[src/rtl/biquad_cascade_iir_filter_macros.svh]
// assertion macros shared by the biquad cascade rtl
`ifndef BIQUAD_CASCADE_IIR_FILTER_MACROS_SVH
`define BIQUAD_CASCADE_IIR_FILTER_MACROS_SVH

// same-cycle implication, checked on every rising clock edge outside reset
`define BQC_ASSERT_NOW(label, ante, cons, msg) \
   label: assert property (@(posedge clock) disable iff (reset) (ante) |-> (cons)) \
      else $error(msg);

// next-cycle implication, checked on every rising clock edge outside reset
`define BQC_ASSERT_NEXT(label, ante, cons, msg) \
   label: assert property (@(posedge clock) disable iff (reset) (ante) |=> (cons)) \
      else $error(msg);

`endif

[src/rtl/bqc_pkg.sv]
// shared constants, codes and types of the biquad cascade
package bqc_pkg;

   localparam int MAX_STAGES   = 8;
   localparam int SAMPLE_WIDTH = 16;
   localparam int COEF_WIDTH   = 20;
   localparam int COEF_FRAC    = 16;
   localparam int DELAY_WIDTH  = 32;
   localparam int NUM_COEFS    = 5;

   localparam int COEF_DEPTH = NUM_COEFS * MAX_STAGES;
   localparam int COEF_AW    = (COEF_DEPTH > 1) ? $clog2(COEF_DEPTH) : 1;
   localparam int STAGE_AW   = (MAX_STAGES > 1) ? $clog2(MAX_STAGES) : 1;
   localparam int CNT_W      = $clog2(MAX_STAGES + 1);

   localparam int ACTIVE_WIDTH = 4;
   localparam int CSR_DW       = 32;
   localparam int CSR_AW       = 3;

   // csr word index of the stage count register
   localparam logic REG_ACTIVE_STAGES = 1'b0;

   // transaction function codes
   localparam logic [1:0] FUNC_FILTER = 2'd0;
   localparam logic [1:0] FUNC_WRITE  = 2'd1;
   localparam logic [1:0] FUNC_CLEAR  = 2'd2;

   typedef enum logic [1:0] {
      ST_IDLE,
      ST_RUN,
      ST_DRAIN
   } state_type;

   // one step per product of a section, then the delay write-back
   typedef enum logic [2:0] {
      STEP_B0,
      STEP_B1,
      STEP_B2,
      STEP_A1,
      STEP_A2,
      STEP_WB
   } step_type;

   typedef struct packed {
      logic     load_x;
      logic     run;
      step_type step;
   } alu_ctl_type;

endpackage

[src/rtl/biquad_cascade_iir_filter.sv]
// top level of the cascaded transposed direct form ii biquad filter
//
// Each request transaction carries a function code: filter one Q1.15 sample through the
// first active_stages sections (clamped to the number of sections built), write one Q4.16
// coefficient, or clear all delay states. Only a filter transaction returns a response.
// One shared 20x16 multiplier evaluates the five products of a section, one per cycle,
// from a single-port coefficient memory with registered read data, so a section runs
// in six steps (five products and the delay write-back). A filter transaction stalls
// new requests until its result is in the output register; writes and clears leave the
// block idle. Sections are processed strictly in order and each section's delay pair is
// read before its evaluation and written once at its end, so read and write of the same
// entry never overlap. Coefficients and delay states come out of reset as zero through
// per-entry valid bits; a clear drops all delay valid bits at once, so no clearing pass
// is needed. The response sits in an output register, and a new request can be taken
// while a finished sample waits to be collected.
`include "biquad_cascade_iir_filter_macros.svh"

module biquad_cascade_iir_filter (
   input  logic                                    clock,
   input  logic                                    reset,
   // request channel
   input  logic                                    req_valid,
   output logic                                    req_stall,
   input  logic [1:0]                              req_func,
   input  logic signed [bqc_pkg::SAMPLE_WIDTH-1:0] req_sample_in,
   input  logic [2:0]                              req_stage_select,
   input  logic [2:0]                              req_coef_select,
   input  logic signed [bqc_pkg::COEF_WIDTH-1:0]   req_coef_value,
   // response channel
   output logic                                    rsp_valid,
   input  logic                                    rsp_stall,
   output logic signed [bqc_pkg::SAMPLE_WIDTH-1:0] rsp_sample_out,
   // csr port
   input  logic                                    csr_psel,
   input  logic                                    csr_penable,
   input  logic                                    csr_pwrite,
   input  logic [bqc_pkg::CSR_AW-1:0]              csr_paddr,
   input  logic [bqc_pkg::CSR_DW-1:0]              csr_pwdata,
   output logic [bqc_pkg::CSR_DW-1:0]              csr_prdata,
   output logic                                    csr_pready
);

   localparam int SW = bqc_pkg::SAMPLE_WIDTH;
   localparam int CW = bqc_pkg::COEF_WIDTH;
   localparam int DW = bqc_pkg::DELAY_WIDTH;
   localparam int AW = bqc_pkg::ACTIVE_WIDTH;

   // ---------------------------------------------------------------- csr
   logic [AW-1:0] active_ff;
   logic [AW-1:0] active_in;
   logic          csr_wr;

   assign csr_pready = 1'b1;
   assign csr_wr     = csr_psel && csr_penable && csr_pwrite && csr_pready;

   always_comb begin
      active_in = active_ff;
      if (csr_wr && csr_paddr[2] == bqc_pkg::REG_ACTIVE_STAGES) begin
         active_in = csr_pwdata[AW-1:0];
      end
   end

   always_ff @(posedge clock) begin
      if (reset) begin
         active_ff <= AW'(1);
      end else begin
         active_ff <= active_in;
      end
   end

   always_comb begin
      csr_prdata = '0;
      if (csr_paddr[2] == bqc_pkg::REG_ACTIVE_STAGES) begin
         csr_prdata = {{(bqc_pkg::CSR_DW-AW){1'b0}}, active_ff};
      end
   end

   // number of sections actually run, clamped to what is built
   logic [bqc_pkg::CNT_W-1:0] n_clamp;

   always_comb begin
      if (int'(active_ff) > bqc_pkg::MAX_STAGES) begin
         n_clamp = bqc_pkg::CNT_W'(bqc_pkg::MAX_STAGES);
      end else begin
         n_clamp = bqc_pkg::CNT_W'(active_ff);
      end
   end

   // ---------------------------------------------------------------- control
   bqc_pkg::state_type         state_ff, state_in;
   bqc_pkg::step_type          step_ff, step_in;
   logic [bqc_pkg::STAGE_AW-1:0] stage_ff, stage_in;
   logic [bqc_pkg::CNT_W-1:0]    n_ff, n_in;
   logic [bqc_pkg::COEF_AW-1:0]  caddr_ff, caddr_in;

   logic                         req_acc;
   logic                         out_free;
   logic                         last_stage;
   logic                         rsp_valid_ff;

   logic                         coef_re;
   logic [bqc_pkg::COEF_AW-1:0]  coef_raddr;
   logic                         coef_we;
   logic [bqc_pkg::COEF_AW-1:0]  coef_waddr;
   logic                         dly_re;
   logic [bqc_pkg::STAGE_AW-1:0] dly_raddr;
   logic                         dly_we;
   logic                         dly_clear;
   logic                         rsp_load;
   bqc_pkg::alu_ctl_type         alu_ctl;

   assign req_stall  = (state_ff != bqc_pkg::ST_IDLE);
   assign req_acc    = req_valid && !req_stall;
   assign out_free   = !rsp_valid_ff || !rsp_stall;
   assign last_stage = (bqc_pkg::CNT_W'(stage_ff) + bqc_pkg::CNT_W'(1)) == n_ff;

   // coefficient slot of a write transaction
   assign coef_waddr = bqc_pkg::COEF_AW'(int'(req_stage_select) * bqc_pkg::NUM_COEFS
                                         + int'(req_coef_select));

   always_comb begin
      state_in   = state_ff;
      step_in    = step_ff;
      stage_in   = stage_ff;
      n_in       = n_ff;
      caddr_in   = caddr_ff;
      coef_re    = 1'b0;
      coef_raddr = caddr_ff;
      coef_we    = 1'b0;
      dly_re     = 1'b0;
      dly_raddr  = '0;
      dly_we     = 1'b0;
      dly_clear  = 1'b0;
      rsp_load   = 1'b0;
      alu_ctl    = '{load_x: 1'b0, run: 1'b0, step: step_ff};

      unique case (state_ff)
         bqc_pkg::ST_IDLE: begin
            if (req_acc) begin
               unique case (req_func)
                  bqc_pkg::FUNC_FILTER: begin
                     alu_ctl.load_x = 1'b1;
                     n_in           = n_clamp;
                     if (n_clamp == '0) begin
                        // no sections: the sample goes straight out
                        state_in = bqc_pkg::ST_DRAIN;
                     end else begin
                        // fetch b0 and the delay pair of the first section
                        coef_re    = 1'b1;
                        coef_raddr = '0;
                        caddr_in   = bqc_pkg::COEF_AW'(1);
                        dly_re     = 1'b1;
                        dly_raddr  = '0;
                        stage_in   = '0;
                        step_in    = bqc_pkg::STEP_B0;
                        state_in   = bqc_pkg::ST_RUN;
                     end
                  end
                  bqc_pkg::FUNC_WRITE: begin
                     coef_we = (int'(req_stage_select) < bqc_pkg::MAX_STAGES)
                            && (int'(req_coef_select) < bqc_pkg::NUM_COEFS);
                  end
                  bqc_pkg::FUNC_CLEAR: begin
                     dly_clear = 1'b1;
                  end
                  default: begin
                     // unknown function: nothing happens
                     dly_clear = 1'b0;
                  end
               endcase
            end
         end

         bqc_pkg::ST_RUN: begin
            alu_ctl.run = 1'b1;
            unique case (step_ff) inside
               bqc_pkg::STEP_B0, bqc_pkg::STEP_B1, bqc_pkg::STEP_B2, bqc_pkg::STEP_A1: begin
                  // prefetch the next coefficient of this section
                  coef_re  = 1'b1;
                  caddr_in = caddr_ff + bqc_pkg::COEF_AW'(1);
                  step_in  = bqc_pkg::step_type'(step_ff + 3'd1);
               end
               bqc_pkg::STEP_A2: begin
                  step_in = bqc_pkg::STEP_WB;
               end
               bqc_pkg::STEP_WB: begin
                  dly_we = 1'b1;
                  if (last_stage) begin
                     state_in = bqc_pkg::ST_DRAIN;
                  end else begin
                     // next section: b0 and its delay pair
                     coef_re   = 1'b1;
                     caddr_in  = caddr_ff + bqc_pkg::COEF_AW'(1);
                     dly_re    = 1'b1;
                     dly_raddr = stage_ff + bqc_pkg::STAGE_AW'(1);
                     stage_in  = stage_ff + bqc_pkg::STAGE_AW'(1);
                     step_in   = bqc_pkg::STEP_B0;
                  end
               end
               default: begin
                  state_in = bqc_pkg::ST_IDLE;
               end
            endcase
         end

         bqc_pkg::ST_DRAIN: begin
            // hand the result to the output register once it is free
            if (out_free) begin
               rsp_load = 1'b1;
               state_in = bqc_pkg::ST_IDLE;
            end
         end

         default: begin
            state_in = bqc_pkg::ST_IDLE;
         end
      endcase
   end

   always_ff @(posedge clock) begin
      if (reset) begin
         state_ff <= bqc_pkg::ST_IDLE;
         step_ff  <= bqc_pkg::STEP_B0;
         stage_ff <= '0;
         n_ff     <= '0;
         caddr_ff <= '0;
      end else begin
         state_ff <= state_in;
         step_ff  <= step_in;
         stage_ff <= stage_in;
         n_ff     <= n_in;
         caddr_ff <= caddr_in;
      end
   end

   // ---------------------------------------------------------------- coefficient memory
   // b0 b1 b2 a1 a2 per section, one read port, read data registered
   logic [CW-1:0]                  coef_mem [bqc_pkg::COEF_DEPTH];
   logic [bqc_pkg::COEF_DEPTH-1:0] coef_vld_ff;
   logic [CW-1:0]                  coef_rd_ff;
   logic                           coef_rd_vld_ff;
   logic signed [CW-1:0]           coef_val;

   always_ff @(posedge clock) begin
      if (coef_we) begin
         coef_mem[coef_waddr] <= req_coef_value;
      end
      if (coef_re) begin
         coef_rd_ff     <= coef_mem[coef_raddr];
         coef_rd_vld_ff <= coef_vld_ff[coef_raddr];
      end
   end

   always_ff @(posedge clock) begin
      if (reset) begin
         coef_vld_ff <= '0;
      end else if (coef_we) begin
         coef_vld_ff[coef_waddr] <= 1'b1;
      end
   end

   // a never-written coefficient reads as zero
   assign coef_val = coef_rd_vld_ff ? signed'(coef_rd_ff) : '0;

   // ---------------------------------------------------------------- delay memory
   // z1 in the upper half, z2 in the lower half of each entry
   logic [2*DW-1:0]                dly_mem [bqc_pkg::MAX_STAGES];
   logic [bqc_pkg::MAX_STAGES-1:0] dly_vld_ff;
   logic [2*DW-1:0]                dly_rd_ff;
   logic                           dly_rd_vld_ff;
   logic signed [DW-1:0]           z1_val;
   logic signed [DW-1:0]           z2_val;
   logic signed [DW-1:0]           z1_new;
   logic signed [DW-1:0]           z2_new;

   always_ff @(posedge clock) begin
      if (dly_we) begin
         dly_mem[stage_ff] <= {z1_new, z2_new};
      end
      if (dly_re) begin
         dly_rd_ff     <= dly_mem[dly_raddr];
         dly_rd_vld_ff <= dly_vld_ff[dly_raddr];
      end
   end

   always_ff @(posedge clock) begin
      if (reset || dly_clear) begin
         dly_vld_ff <= '0;
      end else if (dly_we) begin
         dly_vld_ff[stage_ff] <= 1'b1;
      end
   end

   // cleared or never-written delays read as zero
   assign z1_val = dly_rd_vld_ff ? signed'(dly_rd_ff[2*DW-1:DW]) : '0;
   assign z2_val = dly_rd_vld_ff ? signed'(dly_rd_ff[DW-1:0])    : '0;

   // ---------------------------------------------------------------- datapath
   logic signed [SW-1:0] alu_y;

   bqc_alu u_alu (
      .clock     (clock),
      .ctl       (alu_ctl),
      .sample_in (req_sample_in),
      .coef      (coef_val),
      .z1        (z1_val),
      .z2        (z2_val),
      .y         (alu_y),
      .z1_new    (z1_new),
      .z2_new    (z2_new)
   );

   // ---------------------------------------------------------------- response register
   logic                 rsp_valid_in;
   logic signed [SW-1:0] rsp_sample_ff;

   always_comb begin
      rsp_valid_in = rsp_valid_ff;
      if (rsp_load) begin
         rsp_valid_in = 1'b1;
      end else if (!rsp_stall) begin
         rsp_valid_in = 1'b0;
      end
   end

   always_ff @(posedge clock) begin
      if (reset) begin
         rsp_valid_ff <= 1'b0;
      end else begin
         rsp_valid_ff <= rsp_valid_in;
      end
   end

   always_ff @(posedge clock) begin
      if (rsp_load) begin
         rsp_sample_ff <= alu_y;
      end
   end

   assign rsp_valid      = rsp_valid_ff;
   assign rsp_sample_out = rsp_sample_ff;

   // ---------------------------------------------------------------- assertions
   // a filter transaction with sections starts at b0 of the first section
   `BQC_ASSERT_NEXT(a_filter_start, req_acc && req_func == bqc_pkg::FUNC_FILTER && n_clamp != '0, state_ff == bqc_pkg::ST_RUN && step_ff == bqc_pkg::STEP_B0 && stage_ff == '0, "filter did not start at the first section")
   // the section counter never passes the latched section count
   `BQC_ASSERT_NOW(a_stage_range, state_ff == bqc_pkg::ST_RUN, bqc_pkg::CNT_W'(stage_ff) < n_ff, "section index beyond the active count")
   // a finished result reaches the output register and the block goes idle
   `BQC_ASSERT_NEXT(a_result_load, state_ff == bqc_pkg::ST_DRAIN && out_free, rsp_valid_ff && state_ff == bqc_pkg::ST_IDLE, "finished result was not presented")

endmodule

[src/rtl/bqc_alu.sv]
// shared multiplier and accumulators that evaluate one biquad section
module bqc_alu (
   input  logic                                    clock,
   input  bqc_pkg::alu_ctl_type                    ctl,
   input  logic signed [bqc_pkg::SAMPLE_WIDTH-1:0] sample_in,
   input  logic signed [bqc_pkg::COEF_WIDTH-1:0]   coef,
   input  logic signed [bqc_pkg::DELAY_WIDTH-1:0]  z1,
   input  logic signed [bqc_pkg::DELAY_WIDTH-1:0]  z2,
   output logic signed [bqc_pkg::SAMPLE_WIDTH-1:0] y,
   output logic signed [bqc_pkg::DELAY_WIDTH-1:0]  z1_new,
   output logic signed [bqc_pkg::DELAY_WIDTH-1:0]  z2_new
);

   localparam int SW     = bqc_pkg::SAMPLE_WIDTH;
   localparam int DW     = bqc_pkg::DELAY_WIDTH;
   localparam int PROD_W = bqc_pkg::COEF_WIDTH + bqc_pkg::SAMPLE_WIDTH;
   localparam int RND_W  = PROD_W - bqc_pkg::COEF_FRAC;
   localparam int ACC_W  = ((DW > RND_W) ? DW : RND_W) + 2;

   localparam logic signed [PROD_W-1:0] ROUND_ADD =
      PROD_W'(1) <<< (bqc_pkg::COEF_FRAC - 1);
   localparam logic signed [ACC_W-1:0] SMP_MAX = {{(ACC_W-SW+1){1'b0}}, {(SW-1){1'b1}}};
   localparam logic signed [ACC_W-1:0] SMP_MIN = ~SMP_MAX;
   localparam logic signed [ACC_W-1:0] DLY_MAX = {{(ACC_W-DW+1){1'b0}}, {(DW-1){1'b1}}};
   localparam logic signed [ACC_W-1:0] DLY_MIN = ~DLY_MAX;

   // round half up: add half an lsb, then floor by dropping the fraction
   function automatic logic signed [RND_W-1:0] mul_round(
      input logic signed [bqc_pkg::COEF_WIDTH-1:0] c,
      input logic signed [SW-1:0]                  v
   );
      logic signed [PROD_W-1:0] p;
      p = PROD_W'(c) * PROD_W'(v);
      p = p + ROUND_ADD;
      return p[PROD_W-1:bqc_pkg::COEF_FRAC];
   endfunction

   function automatic logic signed [SW-1:0] sat_sample(input logic signed [ACC_W-1:0] v);
      logic signed [SW-1:0] r;
      if (v > SMP_MAX) begin
         r = SMP_MAX[SW-1:0];
      end else if (v < SMP_MIN) begin
         r = SMP_MIN[SW-1:0];
      end else begin
         r = v[SW-1:0];
      end
      return r;
   endfunction

   function automatic logic signed [DW-1:0] sat_delay(input logic signed [ACC_W-1:0] v);
      logic signed [DW-1:0] r;
      if (v > DLY_MAX) begin
         r = DLY_MAX[DW-1:0];
      end else if (v < DLY_MIN) begin
         r = DLY_MIN[DW-1:0];
      end else begin
         r = v[DW-1:0];
      end
      return r;
   endfunction

   logic signed [SW-1:0]    x_ff;
   logic signed [SW-1:0]    y_ff;
   logic signed [RND_W-1:0] prod_ff;
   logic signed [ACC_W-1:0] acc1_ff;
   logic signed [ACC_W-1:0] acc2_ff;
   logic signed [DW-1:0]    z1n_ff;

   logic signed [SW-1:0]    mul_opnd;
   logic signed [RND_W-1:0] prod_in;

   // feedback products take the section output, feedforward ones the input
   always_comb begin
      if (ctl.step == bqc_pkg::STEP_A1 || ctl.step == bqc_pkg::STEP_A2) begin
         mul_opnd = y_ff;
      end else begin
         mul_opnd = x_ff;
      end
      prod_in = mul_round(coef, mul_opnd);
   end

   always_ff @(posedge clock) begin
      if (ctl.load_x) begin
         x_ff <= sample_in;
         y_ff <= sample_in;
      end else if (ctl.run) begin
         unique case (ctl.step)
            bqc_pkg::STEP_B0: begin
               prod_ff <= prod_in;
            end
            bqc_pkg::STEP_B1: begin
               y_ff    <= sat_sample(ACC_W'(prod_ff) + ACC_W'(z1));
               prod_ff <= prod_in;
            end
            bqc_pkg::STEP_B2: begin
               acc1_ff <= ACC_W'(prod_ff) + ACC_W'(z2);
               prod_ff <= prod_in;
            end
            bqc_pkg::STEP_A1: begin
               acc2_ff <= ACC_W'(prod_ff);
               prod_ff <= prod_in;
            end
            bqc_pkg::STEP_A2: begin
               z1n_ff  <= sat_delay(acc1_ff - ACC_W'(prod_ff));
               prod_ff <= prod_in;
            end
            bqc_pkg::STEP_WB: begin
               x_ff <= y_ff;
            end
            default: begin
               prod_ff <= prod_ff;
            end
         endcase
      end
   end

   assign y      = y_ff;
   assign z1_new = z1n_ff;
   assign z2_new = sat_delay(acc2_ff - ACC_W'(prod_ff));

endmodule

[config.mk]
export PLATFORM = sky130hd
export DESIGN_NAME = biquad_cascade_iir_filter
export DESIGN_NICKNAME = d
export VERILOG_FILES = /design/src/rtl/bqc_pkg.sv /design/src/rtl/biquad_cascade_iir_filter.sv /design/src/rtl/bqc_alu.sv
export VERILOG_INCLUDE_DIRS = /design/src /design/src/rtl
export SDC_FILE = /design/constraint.sdc
export NUM_CORES = 2
export LEC_CHECK = 0
export BUFFER_PORTS_ARGS = -buffer_cell sky130_fd_sc_hd__clkbuf_2
export CAP_MARGIN = 20
export CORE_MARGIN = 2
export CORE_UTILIZATION = 40
export CTS_BUF_LIST = sky130_fd_sc_hd__clkbuf_2
export DETAILED_ROUTE_END_ITERATION = 16
export GPL_TIMING_DRIVEN = 0
export PLACE_DENSITY_LB_ADDON = 0.12
export SLEW_MARGIN = 20
export SYNTH_ARGS = -nofsm -noshare
export SYNTH_HDL_FRONTEND = slang
export SYNTH_SLANG_ARGS = --single-unit
export TNS_END_PERCENT = 1
[constraint.sdc]
create_clock -name clock -period 9.4 [get_ports clock]
set_input_delay 0.94 -clock clock [delete_from_list [all_inputs] [get_ports clock]]
set_output_delay 0.94 -clock clock [all_outputs]
set_load 0.05 [all_outputs]
==> metrics.md <==
| Metric | Value |
|---|---|
| Status | `completed` |
| Synth area leaders | `edfxtp_1, fa_1, nand2_1, ha_1, mux2i_1` |
| Hold_ws | `0.1721 ns` |
| DP HPWL | `167.8 mm` |
| Hold Crit Class | `primary input to register` |
| Distinct cells, synth | `75` |
| Total CTS buffers | `a little over 400` |
| Global-route wire length before repair | `roughly 340 mm` |
| Most used DFF post-synth | `edfxtp_1` |
| Design area | `85,550 um^2` |
| #FFs+latches synth | `1,523` |
| Buffer depth of the longest clock path | `4` |
| Gp weighted congestion | `0.9189` |
| Post-route ant nets | `0` |
| First-pass DRT Iterations | `6` |
| Vias per cell | `around 5.4` |
| Vias in the first global route | `approximately 52,000` |
| GRT overflow | `0` |
| RSZ-0062 raised after global routing | `no` |
| Post-Synthesis Cells | `6,049` |
| Pwr Total | `0.02036 W` |
| Post-DP Area | `just over 80,000 um^2` |
| Actual slew at the worst max-slew pin | `1.243 ns` |
| Final hold violations | `0` |
| Clk_lat worst skew | `between 1.5 and 2 ns` |
| Drt drc | `0` |
| Top Family by Delay on Critical Path | `adder cells` |
| Final net count | `7,339` |
| Pin count of the biggest net entering global routing | `between 40 and 50` |
| Core Box Area | `188,000 um^2` |
| DRT iter0 DRCs | `4,349` |
| Crit Path Max Fanout | `10` |
| Antenna violations before repair | `11` |
| Routed via count | `roughly 50,000` |
| Filler cells | `17,550` |
| Clk root buf | `clkbuf_2` |
| Post-synth top area share | `a little under three fifths` |
| Die Height | `439.3 um` |
| Clk_skew | `approximately 0.28 ns` |
| Row cnt | `159` |
| Clk slew on worst S/H paths | `0.11 ns` |
| Crit path kind | `register to register` |
| PD cells | `between 200 and 250 nW/um^2` |
| Most numerous cell in the Yosys netlist | `edfxtp_1` |
| Sequential cell area fraction in the yosys report | `59.40%` |
| Total number of yosys warnings | `0` |
| Commonest cells in the netlist | `edfxtp_1, nand2_1, nor2_1, inv_1, fa_1` |
| Die Area | `193,000 um^2` |
| CTS H-tree lvls | `5` |
| Chip width | `439.3 um` |
| Area of the multi-input gates | `about 28,000 um^2` |
| Port buffer count | `76` |
| Worst path bufs/invs | `7` |
| Placed Cells | `8,720` |
| DR WL/cell | `roughly 25 um` |
| EDFF count, synth | `1,452` |
| Clock sink count | `1,523` |
| Max IR drop VDD | `292.6 uV` |
| Period minus WS final | `9.037 ns` |
| Critical path startpoint category | `register` |
| Layout area overhead | `12.87%` |
| Async S/R FF share, synth | `0%` |
| Sequential cell area | `45,020 um^2` |
| GRT Util Overall | `24.54%` |
| Synth Cell Area | `75,790 um^2` |
| Static Leak | `32.01 nW` |
| Final period util | `96.13%` |
| Synth area leader | `edfxtp_1` |
| Avg Cell Area, Syn | `12.53 um^2` |
| Max Freq | `between 100 and 150 MHz` |
| Finish-stage setup viols | `0` |
| Slew margin rel. | `17.16%` |
| Pins Over Slew Limit | `0` |
| Starting density of the core | `40.32%` |
| Worst path most repeated cell | `fa_1` |
| Top Ports | `around 140` |
| Fin cells | `approximately 9,500` |
| Worst path slowest cell | `fa_1` |
| CP required | `roughly 11 ns` |
| Layout cells sized above 1 | `13.89%` |
| Post-Route WL | `236.3 mm` |
| Max-cap violation count | `0` |
| Worst EP arrival | `10.55 ns` |
| Crit-path max cell delay | `about 0.58 ns` |
| Crit path capture type | `register` |
| CTS tree | `built` |
[final cells by class]
| type | instances | share of cell area (%) |
|---|---|---|
| Tap cell | 2495 | 3.649 |
| Multi-Input combinational cell | 3815 | 33.31 |
| Timing Repair Buffer | 238 | 3.140 |
| Buffer | 317 | 1.543 |
| Sequential cell | 1523 | 52.63 |
| Inverter | 415 | 1.824 |
| Antenna cell | 15 | 0.04388 |
| Clock inverter | 54 | 0.3101 |
| Clock buffer | 608 | 3.557 |
[report_power, final]
part	internal (W)	switching [W]	leakage, nW
logic	0.00287	0.00479	15.7
clock network	0.00174	0.00270	2.65
registers	0.00806	0.000204	13.6
total	0.0127	0.00769	32.0
[cells by family after synthesis]
group           synth area share, %
mux                           4.371
xor+xnor                      1.317
simple gates                  11.25
fa+ha+maj                     11.99
other cells                0.009908
compound gates                7.843
buf+inv                       3.815
flops                         59.40
[final timing paths]
check	from	to	slack [ns]	cells past startpoint
max reg2reg	step_ff[0]	u_alu.prod_ff[19]	0.36	25
min reg2reg	coef_vld_ff[12]	coef_vld_ff[12]	0.48	2
max	step_ff[0]	u_alu.prod_ff[19]	0.36	25
min	req_coef_value[10]	coef_mem[38][10]	0.17	2
[through the flow]
stage | setup TNS [ns] | setup WS [ns] | utilization [%]
floorplan | 0 | 1.421 | -
global placement | -90.07 | -1.378 | 42.23
detailed placement | -4.792 | -0.7667 | 43.20
CTS | 0 | 0.08264 | 45.44
global route | 0 | 0.05379 | 45.50
finish | 0 | 0.3634 | 45.51
[state kept, by name, summed over array words and instances, names as in the netlist, 2 cells and up]
| signal | flops |
|---|---|
| active_ff | 4 |
| caddr_ff | 6 |
| coef_mem | 800 |
| coef_rd_ff | 20 |
| coef_vld_ff | 40 |
| dly_mem | 424 |
| dly_rd_ff | 53 |
| dly_vld_ff | 8 |
| n_ff | 4 |
| rsp_sample_out | 16 |
| stage_ff | 3 |
| state_ff | 2 |
| step_ff | 3 |
| u_alu.acc1_ff | 33 |
| u_alu.acc2_ff | 20 |
| u_alu.prod_ff | 20 |
| u_alu.x_ff | 16 |
| u_alu.y | 16 |
| u_alu.z1_new | 32 |
[repair_timing]
item,4_1_cts,5_1_grt
hold endpoints to repair,736,0
pin swaps,0,0
resized for setup,8,20
setup buffers,3,0
hold buffers,84,0
cloned,0,0
setup endpoints to repair,13,7
[per-layer routing]
metal  vias up  global-route usage [%]  share of wire, %
li1      23260                       -                 -
met1     25630                   31.28                41
met2      1770                   41.40                49
met3       448                   4.484               6.1
met4         2                   9.600               3.8
met5         -                       0            0.0038
[cell usage in the layout, fill, tap and decap left out, types with 60 or more instances in the layout]
master         count
a211oi_1          64
a21oi_1          270
and2_1            87
and3_1            60
clkbuf_1         239
clkbuf_2         679
dfxtp_1           71
dlygate4sd3_1     84
edfxtp_1        1452
fa_1             322
ha_1             211
inv_1            414
mux2i_1          211
nand2_1          870
nand3_1          304
nor2_1           400
o21ai_0          114
o221ai_1         109
o22ai_1           96
xnor2_1           82
Power figures use the tool's default switching activity.
